<file path="src/sv/sssp_pkg.sv">
// ----------------------------------------------------------------------------
// sssp_pkg
// Shared types, constants and helper functions for the shortest-path engine.
// ----------------------------------------------------------------------------
package sssp_pkg;

    localparam int MAX_VERTICES    = 64;
    localparam int MAX_EDGES       = 256;
    localparam int WEIGHT_BITS     = 16;
    localparam int DIST_BITS       = 24;

    localparam int VERTEX_BITS     = 6;
    localparam int COUNT_BITS      = 7;
    localparam int EDGE_ADDR_BITS  = $clog2(MAX_EDGES);
    localparam int EDGE_COUNT_BITS = $clog2(MAX_EDGES + 1);
    localparam int SUM_BITS        = DIST_BITS + 1;
    localparam int CFG_INDEX_BITS  = 2;
    localparam int CFG_DATA_BITS   = 7;

    localparam logic signed [DIST_BITS-1:0] DIST_HI = {1'b0, {(DIST_BITS-1){1'b1}}};
    localparam logic signed [DIST_BITS-1:0] DIST_LO = {1'b1, {(DIST_BITS-1){1'b0}}};

    // Configuration register indexes
    localparam logic [CFG_INDEX_BITS-1:0] CFG_SOURCE_VERTEX = 2'd0;
    localparam logic [CFG_INDEX_BITS-1:0] CFG_VERTEX_COUNT  = 2'd1;

    typedef struct packed {
        logic [VERTEX_BITS-1:0]        edge_from;
        logic [VERTEX_BITS-1:0]        edge_to;
        logic signed [WEIGHT_BITS-1:0] edge_weight;
        logic                          edge_last;
    } edge_item_t;

    typedef struct packed {
        logic [VERTEX_BITS-1:0]      vertex_index;
        logic signed [DIST_BITS-1:0] distance;
        logic                        reachable;
        logic                        negative_cycle;
        logic                        edges_dropped;
        logic                        result_last;
    } result_item_t;

    typedef struct packed {
        logic [VERTEX_BITS-1:0]        from;
        logic [VERTEX_BITS-1:0]        to;
        logic signed [WEIGHT_BITS-1:0] weight;
    } stored_edge_t;

    typedef struct packed {
        logic                      en;
        logic [EDGE_ADDR_BITS-1:0] addr;
        stored_edge_t              data;
    } edge_wr_t;

    typedef struct packed {
        logic                        en;
        logic [VERTEX_BITS-1:0]      addr;
        logic signed [DIST_BITS-1:0] data;
    } dist_wr_t;

    typedef enum logic [2:0] {
        ST_LOAD,
        ST_INIT,
        ST_PRIME,
        ST_DIST_RD,
        ST_RELAX,
        ST_OUT_RD,
        ST_OUT_PUT
    } engine_state_t;

    // Clamp the configured vertex count into 1..MAX_VERTICES.
    function automatic logic [COUNT_BITS-1:0] eff_vertices(input logic [COUNT_BITS-1:0] vc);
        logic [COUNT_BITS-1:0] r;
        if (vc == '0)
            r = COUNT_BITS'(1);
        else if (vc > COUNT_BITS'(MAX_VERTICES))
            r = COUNT_BITS'(MAX_VERTICES);
        else
            r = vc;
        return r;
    endfunction

    // Saturate an extended sum to the stored distance range.
    function automatic logic signed [DIST_BITS-1:0] sat_dist(
        input logic signed [SUM_BITS-1:0] s);
        logic signed [DIST_BITS-1:0] r;
        if (s[SUM_BITS-1] != s[SUM_BITS-2])
            r = s[SUM_BITS-1] ? DIST_LO : DIST_HI;
        else
            r = s[DIST_BITS-1:0];
        return r;
    endfunction

endpackage

</file>
<file path="src/sv/sssp_dist_mem.sv">
// ----------------------------------------------------------------------------
// sssp_dist_mem
// Per-vertex distance storage: one write port, two registered read ports.
// ----------------------------------------------------------------------------
module sssp_dist_mem (
    input  logic                                    clk,
    input  sssp_pkg::dist_wr_t                      wr,
    input  logic [sssp_pkg::VERTEX_BITS-1:0]        raddr_a,
    input  logic [sssp_pkg::VERTEX_BITS-1:0]        raddr_b,
    output logic signed [sssp_pkg::DIST_BITS-1:0]   rdata_a,
    output logic signed [sssp_pkg::DIST_BITS-1:0]   rdata_b
);

    logic signed [sssp_pkg::DIST_BITS-1:0] dist_ram [sssp_pkg::MAX_VERTICES];
    logic signed [sssp_pkg::DIST_BITS-1:0] rdata_a_reg;
    logic signed [sssp_pkg::DIST_BITS-1:0] rdata_b_reg;

    always_ff @(posedge clk)
    begin
        if (wr.en)
        begin
            dist_ram[wr.addr] <= wr.data;
        end
        rdata_a_reg <= dist_ram[raddr_a];
        rdata_b_reg <= dist_ram[raddr_b];
    end

    assign rdata_a = rdata_a_reg;
    assign rdata_b = rdata_b_reg;

endmodule

</file>
<file path="config.mk">
export PLATFORM = sky130hd
export DESIGN_NAME = sssp_dist_mem
export DESIGN_NICKNAME = d
export VERILOG_FILES = /design/src/sv/sssp_pkg.sv /design/src/sv/sssp_dist_mem.sv
export SDC_FILE = /design/constraint.sdc
export NUM_CORES = 2
export LEC_CHECK = 0
export BUFFER_PORTS_ARGS = -buffer_cell sky130_fd_sc_hd__buf_2
export CAP_MARGIN = 10
export CORE_ASPECT_RATIO = 0.7
export CORE_MARGIN = 1.5
export CORE_UTILIZATION = 50
export CTS_CLUSTER_SIZE = 40
export DETAILED_ROUTE_END_ITERATION = 7
export PLACE_DENSITY = 0.71
export SYNTH_ARGS = -nofsm -noshare
export SYNTH_HDL_FRONTEND = slang
export SYNTH_SLANG_ARGS = --single-unit
</file>
<file path="constraint.sdc">
create_clock -name clk -period 4.4 [get_ports clk]
set_input_delay 0.66 -clock clk [delete_from_list [all_inputs] [get_ports clk]]
set_output_delay 0.66 -clock clk [all_outputs]
set_load 0.02 [all_outputs]
</file>
# Word-level counts from Yosys, hierarchy flattened
# Memories as Yosys holds them, arrays and structs flattened. A register that Yosys moved wholly into a read port is not among the register bits.
# Index checks and enable logic that the tools add are counted.
# word_totals
ff_bits	0
latchBits	0
mem_bits_rw	1536
mem_bits_ro	0
elab_cells	3
mem_count	1
# memory_table
name	words	width	read_ports	rd_ports_with_merged_regs	wr	line_no	text
dist_ram	64	24	2	2	1	sssp_dist_mem.sv:14	logic signed [sssp_pkg::DIST_BITS-1:0] dist_ram [sssp_pkg::MAX_VERTICES];
# op_classes
n_addsub	0
mul	0
n_div	0
magnitude_cmp	0
eq_ne	0
shift	0
n_mux	2
bitwise	0
n_reduce_logical	0
# ops
operator	n
1-bit two-way mux	2

# Longest topological paths before layout
# depth
word_depth	2
depth_mapped	10

# Least setup slack after synthesis
# Ideal clock, no wire load.
# synth_timing
path_kind	input port to flip-flop
start	input port wr[27] in the netlist's numbering
end	memory dist_ram[48][0] in the netlist's numbering (enable)
arrival_ps	2827
required_time_ps	3965
slack_ps	1138
path_stages	4
n_path_buf	1
cell_sequence	clkbuf_1 nor2b_1 nand4b_1 nor3_1
# synth_lines
item	line_no	text
from (decl)	sssp_dist_mem.sv:7	input sssp_pkg::dist_wr_t wr,
to (decl)	sssp_dist_mem.sv:14	
# No word-level cell before the write port.

==> metrics <==
Synth Register Bits 1584; Clock Latency Late Sink 810 ps; net count after synthesis 3699; ANT nets after route 0; via count 41900; Hold Path Class input pin to register; die width 457 um; clock buffer depth 3; dpl cells 5555; CP Cell Sequence buf_8 -> buf_12 -> mux4_2 -> mux2i_1 -> a221oi_1 -> and3_1; CTS tree done; mean cell area of the mapped netlist 19.7 sq um; Residual DRC 0; CP required 5130 ps; crit path DAT 3890 ps; Layout fillers 10400; initial antenna violation count 42; vias per std cell 7.17; Post-synth EDFFs 1536; Cell Pwr Density 404 mW/mm^2; Die ar. 0.147 sq mm; TritonCTS Buffers 150; post-layout minimum cycle time 3160 ps; worst relative slew slack 5.68%; WL per Instance 37.6 um; # resized after CTS 0; top cell type's share of synthesized area 64.0%; post-synthesis cell count 3655; Setup Fix Bufs, Post-CTS 0; I/O pins 92; Slew Viols, Final 0; Initial Utilization 50.4%; Hold Buf Count CTS 0; DRT Pass-1 Iters 8; Synth async-reset ratio 0%; critical path class input pin to register; Startpoint Class input pin; CTS sink cnt 1584; RSZ-0062 raised after global routing false; clk root buf clkbuf_16; max-cap violations 0; area leader, netlist edfxtp_1; H-Tree Depth 4; Ys Warns 0; grt total ovfl 0; Synth area leaders edfxtp_1, mux4_2, mux2i_1; CP Capture Type register; area of the multi-input gates 0.0238 sq mm; Initial DRC Count 6681; Clock Pin Slew Worst Setup and Hold Paths 70 ps; port bufs 91; crit-path max cell delay 1210 ps; Seq. cell area 0.0471 sq mm; Tot GR Track Use 30.1%; vias in the first global route 40300; CP Buf/Inv Count 2; fin nets 3863; hold_ws 127 ps; Synth Cell Area 0.0721 sq mm; share of cells above drive strength 1 32.4%; status finished, final reports clean; global-route wire length before repair 310000 um; slowest library cell on the worst path a221oi_1; Die Height 321 um; fin crit share 71.7%; largest net degree at the start of global routing 105; final std cells w/o fill 5844; Finished Core Util 56.5%; worst slew pin tran 1410 ps; Layout area overhead 12.0%; RePlAce Congestion 0.895; core area 0.143 sq mm; Lkg Pwr 25.5 nW; Setup Skew 27.6 ps; Setup TNS 0 ps; sequential-to-total area share from yosys stat 65.3%; max frequency 317 MHz; post-synthesis cell type count 43; setup violators final 0; Synth Flop Type edfxtp_1; Hold Violations, Final 0; DRT Wirelength 220000 um; Cell Rows 116; maximum fanout along the worst path 104; VDD IR max 0.433 mV; cell family with most CP delay compound AO/OA/AOI/OAI gates; Largest register FFs 1536; hpwl dp 137000 um
## power breakdown
part           leakage [nW]  internal (mW)  switching, mW  total, mW
combinational          8.93           1.05           1.70       2.75
sequential             14.2           16.7          0.127       16.8
clock                  2.35           7.31           5.74       13.0
## cells in the mapped netlist (18+ instances only)
cell and n:
o22ai_1 52, mux4_2 684, nand2b_1 52, a32oi_1 36
clkbuf_1 101, buf_4 45, o211ai_1 97, edfxtp_1 1536
nor2_1 75, mux2i_1 287, a31oi_1 18, nand3_1 27
dfxtp_1 48, a22oi_1 121, and4_1 24, nand2_1 90
buf_6 30, o21ai_0 73, buf_2 104
## logic make-up (layout without fill, tap and decap cells)
logic type             Yosys count  in the layout  share of synthesized area, %
DFF                           1584           1584                          65.3
muxes                          971            971                          25.4
buffers and inverters          292            582                          2.26
AOI/OAI and AO/OA              463            463                          4.62
other                            0             11                             0
and+or+nand+nor                345            345                          2.47
## layout make-up
type	instances	area share, %
Inverter	2	0.00930
Antenna cell	11	0.0341
Clock inverter	79	0.952
Clock buffer	199	5.04
Multi-Input combinational cell	1779	29.5
Tap cell	1888	2.93
Timing Repair Buffer	302	3.18
Sequential cell	1584	58.3
## worst paths after layout
check | start | endpoint | slack (ps) | cells past startpoint
worst min-delay path | wr[6] | dist_ram[52][6]$_DFFE_PP_ | 130 | 1
worst max-delay path | raddr_a[2] | rdata_a[10]$_DFF_P_ | 1240 | 6
worst max register to register | dist_ram[35][10]$_DFFE_PP_ | rdata_a[10]$_DFF_P_ | 1990 | 5
worst min register to register | dist_ram[47][23]$_DFFE_PP_ | rdata_a[23]$_DFF_P_ | 920 | 5
## cells in the final DEF (no fill, tap or decap), types with 8 or more instances in the layout
| cell type | n |
|---|---|
| dfxtp_1 | 48 |
| o22a_1 | 17 |
| clkbuf_1 | 40 |
| buf_4 | 176 |
| nor2_2 | 12 |
| nand2b_1 | 52 |
| inv_6 | 10 |
| a221oi_1 | 15 |
| nor2_1 | 12 |
| a31o_1 | 8 |
| buf_2 | 83 |
| nor3_1 | 8 |
| edfxtp_1 | 1536 |
| nor2_4 | 52 |
| o22ai_1 | 52 |
| a22oi_1 | 121 |
| o221ai_1 | 9 |
| mux4_2 | 684 |
| a31oi_1 | 18 |
| and3_1 | 16 |
| nor4_1 | 8 |
| a32oi_1 | 36 |
| mux2i_1 | 287 |
| bufinv_16 | 13 |
| nor2b_1 | 12 |
| buf_12 | 37 |
| a22o_1 | 15 |
| o211ai_1 | 97 |
| nand2_1 | 90 |
| clkbuf_16 | 154 |
| o21ai_0 | 73 |
| nand3_1 | 27 |
| and4_1 | 24 |
| diode_2 | 11 |
| clkinv_1 | 24 |
| clkinv_2 | 21 |
## metrics by stage
step	total power, mW	area (sq um)	setup WS (ps)
finish	32.6	80700	1240
CTS	32.7	80700	1490
detailed placement	19.9	75900	667
global route	33.4	80700	1260
floorplan	18.7	72100	1140
global placement	19.8	75900	630
## routing by layer
layer | vias up | global-route usage, % | part of all wire, %
li1 | 16200 | - | -
met1 | 22000 | 44.5 | 38
met2 | 3248 | 42.4 | 43
met3 | 399 | 9.75 | 15
met4 | 22 | 9.76 | 3.3
met5 | - | 0 | 0.064
(Power assumes the default switching activity.)
