**src/sv/sssp_pkg.sv**
```systemverilog
// ----------------------------------------------------------------------------
// sssp_pkg
// Shared types, constants and helper functions for the shortest-path engine.
// ----------------------------------------------------------------------------
package sssp_pkg;

    localparam int MAX_VERTICES    = 64;
    localparam int MAX_EDGES       = 256;
    localparam int WEIGHT_BITS     = 16;
    localparam int DIST_BITS       = 24;

    localparam int VERTEX_BITS     = 6;
    localparam int COUNT_BITS      = 7;
    localparam int EDGE_ADDR_BITS  = $clog2(MAX_EDGES);
    localparam int EDGE_COUNT_BITS = $clog2(MAX_EDGES + 1);
    localparam int SUM_BITS        = DIST_BITS + 1;
    localparam int CFG_INDEX_BITS  = 2;
    localparam int CFG_DATA_BITS   = 7;

    localparam logic signed [DIST_BITS-1:0] DIST_HI = {1'b0, {(DIST_BITS-1){1'b1}}};
    localparam logic signed [DIST_BITS-1:0] DIST_LO = {1'b1, {(DIST_BITS-1){1'b0}}};

    // Configuration register indexes
    localparam logic [CFG_INDEX_BITS-1:0] CFG_SOURCE_VERTEX = 2'd0;
    localparam logic [CFG_INDEX_BITS-1:0] CFG_VERTEX_COUNT  = 2'd1;

    typedef struct packed {
        logic [VERTEX_BITS-1:0]        edge_from;
        logic [VERTEX_BITS-1:0]        edge_to;
        logic signed [WEIGHT_BITS-1:0] edge_weight;
        logic                          edge_last;
    } edge_item_t;

    typedef struct packed {
        logic [VERTEX_BITS-1:0]      vertex_index;
        logic signed [DIST_BITS-1:0] distance;
        logic                        reachable;
        logic                        negative_cycle;
        logic                        edges_dropped;
        logic                        result_last;
    } result_item_t;

    typedef struct packed {
        logic [VERTEX_BITS-1:0]        from;
        logic [VERTEX_BITS-1:0]        to;
        logic signed [WEIGHT_BITS-1:0] weight;
    } stored_edge_t;

    typedef struct packed {
        logic                      en;
        logic [EDGE_ADDR_BITS-1:0] addr;
        stored_edge_t              data;
    } edge_wr_t;

    typedef struct packed {
        logic                        en;
        logic [VERTEX_BITS-1:0]      addr;
        logic signed [DIST_BITS-1:0] data;
    } dist_wr_t;

    typedef enum logic [2:0] {
        ST_LOAD,
        ST_INIT,
        ST_PRIME,
        ST_DIST_RD,
        ST_RELAX,
        ST_OUT_RD,
        ST_OUT_PUT
    } engine_state_t;

    // Clamp the configured vertex count into 1..MAX_VERTICES.
    function automatic logic [COUNT_BITS-1:0] eff_vertices(input logic [COUNT_BITS-1:0] vc);
        logic [COUNT_BITS-1:0] r;
        if (vc == '0)
            r = COUNT_BITS'(1);
        else if (vc > COUNT_BITS'(MAX_VERTICES))
            r = COUNT_BITS'(MAX_VERTICES);
        else
            r = vc;
        return r;
    endfunction

    // Saturate an extended sum to the stored distance range.
    function automatic logic signed [DIST_BITS-1:0] sat_dist(
        input logic signed [SUM_BITS-1:0] s);
        logic signed [DIST_BITS-1:0] r;
        if (s[SUM_BITS-1] != s[SUM_BITS-2])
            r = s[SUM_BITS-1] ? DIST_LO : DIST_HI;
        else
            r = s[DIST_BITS-1:0];
        return r;
    endfunction

endpackage

```
**src/sv/sssp_engine.sv**
```systemverilog
// ----------------------------------------------------------------------------
// sssp_engine
// Edge loading, relaxation sequencer and result output register.
// ----------------------------------------------------------------------------
module sssp_engine (
    input  logic                                  clk,
    input  logic                                  rst_n,
    input  logic [sssp_pkg::VERTEX_BITS-1:0]      source_vertex,
    input  logic [sssp_pkg::COUNT_BITS-1:0]       vertex_limit,
    input  logic                                  edge_valid,
    output logic                                  edge_ready,
    input  sssp_pkg::edge_item_t                  edge_item,
    output logic                                  result_valid,
    input  logic                                  result_ready,
    output sssp_pkg::result_item_t                result_item,
    output sssp_pkg::edge_wr_t                    edge_wr,
    output logic [sssp_pkg::EDGE_ADDR_BITS-1:0]   edge_raddr,
    input  sssp_pkg::stored_edge_t                edge_rdata,
    output sssp_pkg::dist_wr_t                    dist_wr,
    output logic [sssp_pkg::VERTEX_BITS-1:0]      dist_raddr_a,
    output logic [sssp_pkg::VERTEX_BITS-1:0]      dist_raddr_b,
    input  logic signed [sssp_pkg::DIST_BITS-1:0] dist_rdata_a,
    input  logic signed [sssp_pkg::DIST_BITS-1:0] dist_rdata_b
);

    sssp_pkg::engine_state_t state_reg, state_next;

    logic [sssp_pkg::EDGE_COUNT_BITS-1:0] edge_total_reg, edge_total_next;
    logic [sssp_pkg::EDGE_COUNT_BITS-1:0] edge_idx_reg, edge_idx_next;
    logic [sssp_pkg::COUNT_BITS-1:0]      pass_reg, pass_next;
    logic [sssp_pkg::VERTEX_BITS-1:0]     out_idx_reg, out_idx_next;
    logic [sssp_pkg::MAX_VERTICES-1:0]    reach_reg, reach_next;
    logic drop_seen_reg, drop_seen_next;
    logic check_phase_reg, check_phase_next;
    logic changed_reg, changed_next;
    logic neg_reg, neg_next;
    logic result_valid_reg, result_valid_next;

    sssp_pkg::stored_edge_t cur_edge_reg, cur_edge_next;
    sssp_pkg::result_item_t result_reg, result_next;

    logic edge_accept;
    logic load_ok;
    logic src_ok;
    logic cur_ok;
    logic reach_from;
    logic reach_to;
    logic better;
    logic changed_now;
    logic last_edge;
    logic pass_end;
    logic more_passes;
    logic out_free;
    logic out_last;
    logic signed [sssp_pkg::SUM_BITS-1:0] edge_sum;
    logic signed [sssp_pkg::SUM_BITS-1:0] dist_to_ext;

    assign edge_ready  = (state_reg == sssp_pkg::ST_LOAD);
    assign edge_accept = edge_valid && edge_ready;

    assign load_ok = (edge_total_reg < sssp_pkg::EDGE_COUNT_BITS'(sssp_pkg::MAX_EDGES))
                  && ({1'b0, edge_item.edge_from} < vertex_limit)
                  && ({1'b0, edge_item.edge_to} < vertex_limit);
    assign src_ok  = {1'b0, source_vertex} < vertex_limit;

    assign cur_ok     = ({1'b0, cur_edge_reg.from} < vertex_limit)
                     && ({1'b0, cur_edge_reg.to} < vertex_limit);
    assign reach_from = reach_reg[cur_edge_reg.from];
    assign reach_to   = reach_reg[cur_edge_reg.to];

    assign edge_sum    = {dist_rdata_a[sssp_pkg::DIST_BITS-1], dist_rdata_a}
                       + {{(sssp_pkg::SUM_BITS-sssp_pkg::WEIGHT_BITS)
                           {cur_edge_reg.weight[sssp_pkg::WEIGHT_BITS-1]}},
                          cur_edge_reg.weight};
    assign dist_to_ext = {dist_rdata_b[sssp_pkg::DIST_BITS-1], dist_rdata_b};

    // Same test serves relaxation (improve head) and the cycle check.
    assign better      = cur_ok && reach_from && (!reach_to || (edge_sum < dist_to_ext));
    assign changed_now = changed_reg || (better && !check_phase_reg);

    assign last_edge = sssp_pkg::EDGE_COUNT_BITS'(edge_idx_reg + 1'b1) == edge_total_reg;
    assign pass_end  = ((state_reg == sssp_pkg::ST_PRIME) && (edge_total_reg == '0))
                    || ((state_reg == sssp_pkg::ST_RELAX) && last_edge);
    assign more_passes = !check_phase_reg && changed_now
                      && (sssp_pkg::COUNT_BITS'(pass_reg + 1'b1) < vertex_limit);

    assign out_free = !result_valid_reg || result_ready;
    assign out_last = neg_reg
                   || (sssp_pkg::COUNT_BITS'({1'b0, out_idx_reg} + 1'b1) == vertex_limit);

    // Next state
    always_comb
    begin
        state_next = state_reg;
        case (state_reg)
            sssp_pkg::ST_LOAD:
            begin
                if (edge_accept && edge_item.edge_last)
                    state_next = sssp_pkg::ST_INIT;
            end
            sssp_pkg::ST_INIT:
            begin
                state_next = sssp_pkg::ST_PRIME;
            end
            sssp_pkg::ST_PRIME:
            begin
                if (pass_end)
                    state_next = check_phase_reg ? sssp_pkg::ST_OUT_RD : sssp_pkg::ST_PRIME;
                else
                    state_next = sssp_pkg::ST_DIST_RD;
            end
            sssp_pkg::ST_DIST_RD:
            begin
                state_next = sssp_pkg::ST_RELAX;
            end
            sssp_pkg::ST_RELAX:
            begin
                if (pass_end)
                    state_next = check_phase_reg ? sssp_pkg::ST_OUT_RD : sssp_pkg::ST_PRIME;
                else
                    state_next = sssp_pkg::ST_DIST_RD;
            end
            sssp_pkg::ST_OUT_RD:
            begin
                state_next = sssp_pkg::ST_OUT_PUT;
            end
            sssp_pkg::ST_OUT_PUT:
            begin
                if (out_free)
                    state_next = out_last ? sssp_pkg::ST_LOAD : sssp_pkg::ST_OUT_RD;
            end
            default:
            begin
                state_next = sssp_pkg::ST_LOAD;
            end
        endcase
    end

    // Datapath and memory controls
    always_comb
    begin
        edge_total_next   = edge_total_reg;
        edge_idx_next     = edge_idx_reg;
        pass_next         = pass_reg;
        out_idx_next      = out_idx_reg;
        reach_next        = reach_reg;
        drop_seen_next    = drop_seen_reg;
        check_phase_next  = check_phase_reg;
        changed_next      = changed_reg;
        neg_next          = neg_reg;
        cur_edge_next     = cur_edge_reg;
        result_next       = result_reg;
        result_valid_next = result_valid_reg && !result_ready;

        edge_wr.en        = 1'b0;
        edge_wr.addr      = edge_total_reg[sssp_pkg::EDGE_ADDR_BITS-1:0];
        edge_wr.data.from   = edge_item.edge_from;
        edge_wr.data.to     = edge_item.edge_to;
        edge_wr.data.weight = edge_item.edge_weight;
        edge_raddr        = sssp_pkg::EDGE_ADDR_BITS'(edge_idx_reg + 1'b1);

        dist_wr.en        = 1'b0;
        dist_wr.addr      = cur_edge_reg.to;
        dist_wr.data      = sssp_pkg::sat_dist(edge_sum);
        dist_raddr_a      = edge_rdata.from;
        dist_raddr_b      = edge_rdata.to;

        case (state_reg)
            sssp_pkg::ST_LOAD:
            begin
                if (edge_accept)
                begin
                    if (load_ok)
                    begin
                        edge_wr.en      = 1'b1;
                        edge_total_next = sssp_pkg::EDGE_COUNT_BITS'(edge_total_reg + 1'b1);
                    end
                    else
                    begin
                        drop_seen_next = 1'b1;
                    end
                end
            end
            sssp_pkg::ST_INIT:
            begin
                // Everything unreachable, source at distance zero
                reach_next = '0;
                if (src_ok)
                begin
                    reach_next[source_vertex] = 1'b1;
                    dist_wr.en   = 1'b1;
                    dist_wr.addr = source_vertex;
                    dist_wr.data = '0;
                end
                pass_next        = sssp_pkg::COUNT_BITS'(1);
                check_phase_next = !(vertex_limit > sssp_pkg::COUNT_BITS'(1));
                edge_idx_next    = '0;
                changed_next     = 1'b0;
                neg_next         = 1'b0;
            end
            sssp_pkg::ST_PRIME:
            begin
                edge_raddr = edge_idx_reg[sssp_pkg::EDGE_ADDR_BITS-1:0];
            end
            sssp_pkg::ST_DIST_RD:
            begin
                cur_edge_next = edge_rdata;
            end
            sssp_pkg::ST_RELAX:
            begin
                if (check_phase_reg)
                begin
                    if (!cur_ok)
                        drop_seen_next = 1'b1;
                    if (better)
                        neg_next = 1'b1;
                end
                else if (better)
                begin
                    dist_wr.en                   = 1'b1;
                    reach_next[cur_edge_reg.to]  = 1'b1;
                    changed_next                 = 1'b1;
                end
                edge_idx_next = sssp_pkg::EDGE_COUNT_BITS'(edge_idx_reg + 1'b1);
            end
            sssp_pkg::ST_OUT_RD:
            begin
                dist_raddr_a = out_idx_reg;
            end
            sssp_pkg::ST_OUT_PUT:
            begin
                dist_raddr_a = out_idx_reg;
                if (out_free)
                begin
                    result_valid_next = 1'b1;
                    if (neg_reg)
                    begin
                        result_next.vertex_index   = '0;
                        result_next.distance       = '0;
                        result_next.reachable      = 1'b0;
                        result_next.negative_cycle = 1'b1;
                    end
                    else
                    begin
                        result_next.vertex_index   = out_idx_reg;
                        result_next.distance       = reach_reg[out_idx_reg] ? dist_rdata_a : '0;
                        result_next.reachable      = reach_reg[out_idx_reg];
                        result_next.negative_cycle = 1'b0;
                    end
                    result_next.edges_dropped = drop_seen_reg;
                    result_next.result_last   = out_last;
                    if (out_last)
                    begin
                        edge_total_next = '0;
                        drop_seen_next  = 1'b0;
                    end
                    else
                    begin
                        out_idx_next = sssp_pkg::VERTEX_BITS'(out_idx_reg + 1'b1);
                    end
                end
            end
            default:
            begin
            end
        endcase

        // Wrap up a pass: next relax pass, move on to the check, or report
        if (pass_end)
        begin
            edge_idx_next = '0;
            changed_next  = 1'b0;
            out_idx_next  = '0;
            if (!check_phase_reg)
            begin
                if (more_passes)
                    pass_next = sssp_pkg::COUNT_BITS'(pass_reg + 1'b1);
                else
                    check_phase_next = 1'b1;
            end
        end
    end

    always_ff @(posedge clk or negedge rst_n)
    begin
        if (!rst_n)
        begin
            state_reg        <= sssp_pkg::ST_LOAD;
            edge_total_reg   <= '0;
            edge_idx_reg     <= '0;
            pass_reg         <= '0;
            out_idx_reg      <= '0;
            reach_reg        <= '0;
            drop_seen_reg    <= 1'b0;
            check_phase_reg  <= 1'b0;
            changed_reg      <= 1'b0;
            neg_reg          <= 1'b0;
            result_valid_reg <= 1'b0;
        end
        else
        begin
            state_reg        <= state_next;
            edge_total_reg   <= edge_total_next;
            edge_idx_reg     <= edge_idx_next;
            pass_reg         <= pass_next;
            out_idx_reg      <= out_idx_next;
            reach_reg        <= reach_next;
            drop_seen_reg    <= drop_seen_next;
            check_phase_reg  <= check_phase_next;
            changed_reg      <= changed_next;
            neg_reg          <= neg_next;
            result_valid_reg <= result_valid_next;
        end
    end

    always_ff @(posedge clk)
    begin
        cur_edge_reg <= cur_edge_next;
        result_reg   <= result_next;
    end

    assign result_valid = result_valid_reg;
    assign result_item  = result_reg;

endmodule

```
**config.mk**
```make
export PLATFORM = sky130hd
export DESIGN_NAME = sssp_engine
export DESIGN_NICKNAME = d
export VERILOG_FILES = /design/src/sv/sssp_pkg.sv /design/src/sv/sssp_engine.sv
export SDC_FILE = /design/constraint.sdc
export NUM_CORES = 1
export LEC_CHECK = 0
export BUFFER_PORTS_ARGS = -buffer_cell sky130_fd_sc_hd__buf_2
export CELL_PAD_IN_SITES_DETAIL_PLACEMENT = 0
export CELL_PAD_IN_SITES_GLOBAL_PLACEMENT = 1
export CORE_MARGIN = 2
export CORE_UTILIZATION = 40
export DETAILED_ROUTE_END_ITERATION = 16
export MAX_ROUTING_LAYER = met4
export PLACE_DENSITY = 0.83
export SYNTH_ARGS = -nofsm -noshare
export SYNTH_HDL_FRONTEND = slang
export SYNTH_SLANG_ARGS = --single-unit
```
**constraint.sdc**
```tcl
create_clock -name clk -period 5.2 [get_ports clk]
set_clock_uncertainty 0.1 [all_clocks]
set_input_delay 0.78 -clock clk [delete_from_list [all_inputs] [get_ports clk]]
set_output_delay 0.78 -clock clk [all_outputs]
set_load 0.005 [all_outputs]
```
Yosys cells after proc, flatten, opt, wreduce, memory -nomap -nowiden
Cells that the tools add are included.
- logic and storage cells: 176
- memory bits (writable): 0
- bits in registers: 165
- bits of input ports: 122
- latch bits: 0
- memories kept: 0
- output and inout port bits: 124
- bits in read-only memories: 0
- shift operators: 0
- $lt $le $gt $ge: 15
- div/mod/pow operators: 0
- muxes and demuxes: 67
- add/sub/neg operators: 6
- $mul: 0
- bitwise logic cells: 2
- equal/unequal tests: 22
- reduce and logical (&&, ||, !) cells: 44
- operators with widths (kind ; count):
    $mux 64 ; 3
    $pmux 64 s2 ; 1
    $or 64x64->64 ; 1
    $mux 24 ; 2
    $mux 9 ; 5
    $pmux 9 s2 ; 2
    $lt 6x7->1 ; 5
    $mux 31 ; 1
    $mux 30 ; 1
    $mux 6 ; 5
    $lt 6x7->1 const B ; 4
    $mux 7 ; 4
    $mux 1 ; 27
    $add 24x16->25 ; 1
    $lt 25x24->1 ; 1
    $add 9x1->9 const B ; 2
    $bmux 1 s6 ; 3
    $pmux 3 s6 ; 1
    $ne 2x2->1 const B ; 8
    $logic_and 1x1->1 ; 15
    $mux 3 ; 5
    $demux 1 s6 ; 2
    $ge 6x1->1 const B ; 2
    $reduce_and 3->1 ; 4
    other kinds (28) ; 51

Longest topological paths before layout
Gate-level depths: netlist (run 1).
- depth in word-level cells: 12
- mapped depth: 24
- gate-level depth less buffers: 23

Least setup slack after synthesis (run 1)
Ideal clock, no wire load.
- path type: input to output
- start point: in dist_rdata_a[1] in the netlist's numbering
- end point: out dist_wr[30] in the netlist's numbering
- arrival time: 4401 ps
- buffers on the path: 0
- path slack: -81 ps
- cell stages on the path: 20
- cell sequence: ha_1 -> a21o_1 -> a21oi_1 -> nor4b_1 -> or2_1 -> o41ai_2 -> o21ai_1 -> a311oi_1 -> o21bai_1 -> a21oi_1 -> xnor2_1 -> ha_1 -> nand4_1 -> o21ai_0 -> a21oi_1 -> a221oi_2 -> nor2_2 -> nand2_1 -> nor2_1 -> o21a_1
- RTL lines (item ; RTL line ; RTL):
    start, declared ; sssp_engine.sv:22 ; input logic signed [sssp_pkg::DIST_BITS-1:0] dist_rdata_a,
    end, declared ; sssp_engine.sv:19 ; output sssp_pkg::dist_wr_t dist_wr,

==> impl_metrics.tcl, run 1 <==
set metrics [dict create \
    grt_overflow_total 0 \
    synth.most_common_cell "o21ai_0" \
    crit_arrival_ns 4.58 \
    finalSetupViolCount 1 \
    ys_types 70 \
    clock_power_share 0.204 \
    viasPerCell 5.85 \
    final_layout_size_suffix_gt1_frac 0.282 \
    antenna_found_initial 1 \
    synthCells 1362 \
    fmax_mhz 183 \
    ys_seq_elements 165 \
    clkSinkCount 165 \
    drtPass1Iterations 6 \
    initial_core_util 0.405 \
    die_area_mm2 0.0343 \
    cts.clk_slew.worst_paths_ns 0.07 \
    required_ns 4.32 \
    power_frac_seq 0.303 \
    rsz0062_at_grt "true" \
    ctsLongestPathBuffers 2 \
    cts_tree "done" \
    path_cells "ha_2, inv_1, fa_2, inv_1, a21o_1, a21oi_2, o21bai_2, o211a_1, o211ai_1, nand2_1, a311oi_2, nor3_1, ha_1, a21o_1, a211oi_1, o21ai_1, a21oi_2, a221oi_4, nor2_4, nand2_2, nor2_1, o21a_1, buf_2" \
    critical_path_class "register to output port" \
    maxCapViolations 1 \
    synthFlopType "dfrtp_1" \
    grt_usage 0.253 \
    synth_edf_count 62 \
    synthesis.nets 1571 \
    cts_inserted_buffers 17 \
    num_io_pins 246 \
    routed-via-count 11800 \
    synth_common_cells "o21ai_0, nor2_1, dfrtp_1" \
    combPwrFrac 0.493 \
    yosysTopAreaCell "dfrtp_1" \
    cpPeakStageDelay_ns 0.43 \
    synth_area_leaders "dfrtp_1, edfxtp_1, ha_1" \
    leakagePower_nw 6.82 \
    endpoint_kind "output port" \
    grt_pass1_vias 11400 \
    die_w_um 185 \
    place_ws_ns -0.517 \
    cp_max_fo 2 \
    maxSlewViolCount 9 \
    netlist_area_mm2 0.0131 \
    synth_top_area_share 0.196 \
    synth.avg_cell_area_um2 9.65 \
    nets 1770 \
    grt_pass1_wl_um 64800 \
    outcome "finished with violations" \
    cp_top_family "compound AO/OA/AOI/OAI gates" \
    yosysWarnings 0 \
    grt_max_degree 73 \
    p_sw_mw 2.65 \
    largest_register_ffs 64 \
    cp_slowest_cell "edfxtp_1" \
    port_buffers 213 \
    drc 0 \
    clkLatencyLatePin_ns 0.45 \
    cts_hold_buf 0 \
    period_share 1.05 \
    setup_slack_ns -0.264 \
    rows 66 \
    critPathLaunchType "register" \
    worst_pin_slew_ns 1.54 \
    p_per_area_mw_per_mm2 408 \
    hold_violations 0 \
    ctsRootBufferMaster "clkbuf_16" \
    post-route-util 0.477 \
    slew_headroom -0.0335 \
    place_congestion 0.963 \
    synth.yosys.seq_area_share 0.338 \
    dieHeight_um 185 \
    crit_buf_inv 3 \
    vdd.ir_drop.worst_mv 0.247 \
    fin_crit_ns 5.46 \
    area_growth_syn_to_layout_pct 17.7 \
    tns_ns -0.264 \
    p_sw_frac 0.420 \
    internal-power_mw 3.66 \
    core_area_mm2 0.0325 \
    wl_um 42700 \
    postRouteAntennaNets 0 \
    drt_iter0_drc 1039 \
    place_hpwl_um 30700 \
    synthArstFlopShare 0.624 \
    ctsHtreeMaxLevel 4 \
    wl_per_cell_um 21.2 \
    min_path_type "register to register" \
    violations "capacitance limit, slew limit, setup timing" \
]
-- layout by cell type, fill, tap and decap left out, types with 5 or more instances in the layout --
master	count
ha_1	85
clkbuf_16	17
o21bai_1	6
a21oi_1	49
nor3_1	11
inv_6	7
buf_4	87
nor2_2	17
nand2_1	69
a21o_1	22
o21ai_0	108
nor3b_1	11
and3_1	14
xor2_1	30
nand4_1	9
xnor2_1	33
and2_1	31
o21a_1	88
o31ai_1	7
and3b_1	5
nor4_1	10
mux4_2	40
mux2_2	20
nand3_1	28
edfxtp_1	62
a22oi_1	66
a21oi_2	7
nor2b_1	19
inv_1	55
a31oi_1	7
o21ai_1	7
buf_2	212
mux2i_1	14
nor4b_1	6
nor2_1	103
nand2b_1	23
dfrtp_1	103
mux4_1	10
nand3b_1	6
-- timing repair --
| item | CTS | global route |
|---|---|---|
| cloned | 0 | 0 |
| gates resized for setup | 16 | 6 |
| endpoints found under the setup margin | 1 | 18 |
| buffers inserted | 8 | 1 |
| pin swaps | 25 | 12 |
-- worst paths after layout --
kind	startpoint	endpoint	slack, ns	cells after the start
setup / recovery	cur_edge_reg[0]	dist_wr[30]	-0.26	23
setup reg to reg	cur_edge_reg[0]	reach_reg[19]	0.40	24
hold / removal	drop_seen_reg	result_item[1]	0.37	0
min in group asynchronous	rst_n	out_idx_reg[4]	0.38	1
hold reg to reg	drop_seen_reg	result_item[1]	0.37	0
max in group asynchronous	rst_n	reach_reg[26]	3.57	2
-- per-stage QoR --
stage / cells / cell area, um^2 / power (mW) / hold slack, ns
CTS: 2015 / 15400 / 6.26 / 0.369
detailed placement: 1976 / 14700 / 4.92 / 0.350
floorplan: 1362 / 13200 / 3.76 / 0.326
finish: 2017 / 15500 / 6.31 / 0.372
global placement: 1976 / 14700 / 4.86 / 0.363
global route: 2017 / 15500 / 6.69 / 0.373
-- power by group through the flow --
stage                     registers [mW]  clock network, mW  logic, mW
after global routing                1.94               1.34       3.41
after global placement              1.92                  0       2.94
after CTS                           1.90               1.30       3.06
final                               1.91               1.29       3.11
after detailed placement            1.93                  0       2.98
after floorplan                     1.74                  0       2.02
-- per-layer routing --
| metal | track usage | part of all wire | wire [um] | up-vias |
|---|---|---|---|---|
| met2 | 0.390 | 0.46 | 19600 | 587 |
| met3 | 0.0438 | 0.082 | 3480 | 104 |
| met4 | 0.106 | 0.034 | 1450 | 0 |
| li1 | - | - | - | 5375 |
| met1 | 0.329 | 0.43 | 18100 | 5731 |
| met5 | - | 0 | 0 | - |
-- area by class of cell --
cell class | instances | area [um^2]
fill | 3063 | 17000
clock inverter | 15 | 154
clock buffer | 17 | 425
tap | 442 | 553
antenna | 1 | 2.50
inverter | 56 | 210
multi-input combinational | 1019 | 7910
sequential | 165 | 4440
timing repair buffer | 302 | 1770
-- kinds of logic (layout without fill, tap and decap cells) --
| logic type | after synthesis | after routing | share of synthesized area |
|---|---|---|---|
| mux | 84 | 84 | 0.116 |
| fa+ha+maj | 87 | 87 | 0.0834 |
| other cells | 0 | 1 | 0 |
| buf+inv | 178 | 390 | 0.0699 |
| compound gates | 404 | 404 | 0.202 |
| flops | 165 | 165 | 0.338 |
| simple gates | 381 | 381 | 0.149 |
| xor+xnor | 63 | 63 | 0.0420 |
Note: power is estimated with default switching activity, not from simulation.
==> inputs of run 2 (changes only) <==
==> config.mk (replaced) <==
export PLATFORM = sky130hd
export DESIGN_NAME = sssp_engine
export DESIGN_NICKNAME = d
export VERILOG_FILES = /design/src/sv/sssp_pkg.sv /design/src/sv/sssp_engine.sv
export SDC_FILE = /design/constraint.sdc
export NUM_CORES = 1
export LEC_CHECK = 0
export BUFFER_PORTS_ARGS = -buffer_cell sky130_fd_sc_hd__buf_2
export CELL_PAD_IN_SITES_DETAIL_PLACEMENT = 1
export CELL_PAD_IN_SITES_GLOBAL_PLACEMENT = 2
export CORE_MARGIN = 2
export CORE_UTILIZATION = 32
export DETAILED_ROUTE_END_ITERATION = 16
export MAX_ROUTING_LAYER = met4
export PLACE_DENSITY = 0.82
export SYNTH_ARGS = -nofsm -noshare
export SYNTH_HDL_FRONTEND = slang
export SYNTH_SLANG_ARGS = --single-unit
==> run 2 against run 1 <==
Against the previous run: the flow finishes with violations (setup timing); clock power barely moved; maximum frequency down 3.2%; die area increased by 24%; sequential share of layout area shrank 0.89 points; critical path type is now input port to output port; hold slack got worse by 0.053 ns; cell area is 3.2% higher; register-to-register slack worse by 0.15 ns; non-clock buffer count is 38 higher; utilization is 8.4 points lower; critical path depth unchanged.
==> impl_metrics.tcl, run 2 (synthesis results as in run 1) <==
set metrics [dict create \
    period_share 1.09 \
    fmax_mhz 177 \
    gr-usage-met2 0.377 \
    drt_iter0_drc 990 \
    ctsRootBufferMaster "clkbuf_16" \
    largest_register_ffs 64 \
    vdd.ir_drop.worst_mv 0.182 \
    antenna_found_initial 1 \
    core_area_mm2 0.0406 \
    finalSetupViolCount 1 \
    maxCapViolations 0 \
    min_path_type "input port to async pin" \
    maxSlewViolCount 0 \
    r2r_cells 24 \
    rows 74 \
    initial_core_util 0.323 \
    rsz0062_at_grt "true" \
    power_mw 6.61 \
    drc 0 \
    port_buffers 213 \
    critPathLaunchType "input port" \
    critical_path_class "input port to output port" \
    area_growth_syn_to_layout_pct 21.4 \
    clkSinkCount 165 \
    slew_headroom 0.209 \
    die_area_mm2 0.0427 \
    cp_max_fo 2 \
    p_per_area_mw_per_mm2 414 \
    clkLatencyLatePin_ns 0.46 \
    grt_usage 0.240 \
    cts_tree "done" \
    ff2ff_setup_slack_ns 0.25 \
    violations "setup timing" \
    wl_per_cell_um 23.3 \
    wl_um 49900 \
    postRouteAntennaNets 0 \
    cts.clk_slew.worst_paths_ns 0.07 \
    nets 1808 \
    dieHeight_um 207 \
    worst_pin_slew_ns 1.18 \
    hold_violations 0 \
    path_cells "buf_2, ha_1, buf_4, a21o_1, a21oi_2, o21bai_1, o211a_1, o211ai_1, nand2_1, a311oi_1, nor3_1, ha_1, buf_4, buf_6, nand4_1, nor2_1, a21oi_2, a221oi_4, nor2_4, nand2_2, nor2_2, o21a_1, buf_2" \
    dp.cells 2101 \
    grt_pass1_wl_um 74800 \
    postLayoutCellArea_mm2 0.0160 \
    place_ws_ns -0.666 \
    outcome "finished with violations" \
    grt_max_degree 68 \
    cpPeakStageDelay_ns 0.38 \
    num_io_pins 246 \
    reg2reg_to "reach_reg[57]" \
    place_hpwl_um 36700 \
    layout_common_cells "buf_2, buf_4, o21ai_0, dfrtp_1, nor2_1" \
    die_w_um 207 \
    ctsLongestPathBuffers 2 \
    routed-via-count 12100 \
    ctsHtreeMaxLevel 4 \
    dpl_cell_area_mm2 0.0151 \
    final_common_cell "buf_2" \
    fin_crit_ns 5.65 \
    top_usage_layer "met2" \
    leakagePower_nw 7.01 \
    tns_ns -0.445 \
    crit_path_end "dist_wr[30]" \
    final_layout_size_suffix_gt1_frac 0.305 \
    crit_arrival_ns 4.77 \
    endpoint_kind "output port" \
    cts_inserted_buffers 17 \
    viasPerCell 5.63 \
    use_met3 0.0457 \
    place_congestion 0.900 \
    setup_slack_ns -0.445 \
    drtPass1Iterations 6 \
    use_met1 0.305 \
    cts_hold_buf 0 \
    r2r-start "cur_edge_reg[0]" \
    grt_overflow_total 0 \
    required_ns 4.32 \
    cp_slowest_cell "a221oi_4" \
    final_cells 2145 \
    grt_pass1_vias 12500 \
    startpoint "dist_rdata_a[2]" \
]
-- run 2: cell types whose count changed in the layout (fill, tap and decap cells not counted), moves of 4 or more --
cell | previous run | this run
buf_4 | 87 | 124
ha_4 | 0 | 7
ha_1 | 85 | 79
inv_6 | 7 | 3
-- run 2: critical path, delay by kind of cell --
kind            cells  cell delay [ns]
compound gates      9             1.97
simple gates        7             0.76
fa+ha+maj           2             0.64
buf+inv             5             0.59
-- run 2: repair_timing --
| item | CTS | global route |
|---|---|---|
| setup buffers | 10 | 2 |
| resized for setup | 29 | 5 |
| setup endpoints to repair | 25 | 24 |
| cloned | 0 | 0 |
| pin swaps | 35 | 1 |
-- run 2: final cells by class --
class,instances,area [um^2]
fill,4697,24700
multi-input combinational,1019,8010
sequential,165,4440
timing repair buffer,340,2060
tap,532,666
clock buffer,18,450
inverter,56,210
clock inverter,14,123
antenna,1,2.50
-- run 2: how the worst min path moves through the flow --
stage / slack [ns] / end / start
CTS: 0.35 / pass_reg[0] / rst_n
detailed placement: 0.35 / result_item[1] / drop_seen_reg
global route: 0.37 / pass_reg[0] / rst_n
finish: 0.32 / pass_reg[4] / rst_n
global placement: 0.35 / result_item[1] / drop_seen_reg
floorplan: 0.33 / result_item[1] / drop_seen_reg
-- run 2: per-layer routing --
layer	part of all wire	wire, um	vias up
li1	-	-	5450
met1	0.43	21400	6042
met2	0.46	23200	489
met5	0	0	-
met4	0.036	1780	0
met3	0.070	3510	100
-- run 2: stage by stage --
| stage | utilization | hold slack (ns) |
|---|---|---|
| after floorplan | - | 0.326 |
| after global placement | 0.372 | 0.352 |
| after detailed placement | 0.372 | 0.352 |
| after CTS | 0.391 | 0.349 |
| after global routing | 0.393 | 0.368 |
| final | 0.393 | 0.319 |
-- run 2: report_power, final --
| part | internal [mW] | leakage [nW] | switching (mW) |
|---|---|---|---|
| clock network | 0.690 | 0.280 | 0.611 |
| registers | 1.59 | 1.99 | 0.347 |
| logic | 1.55 | 4.74 | 1.83 |
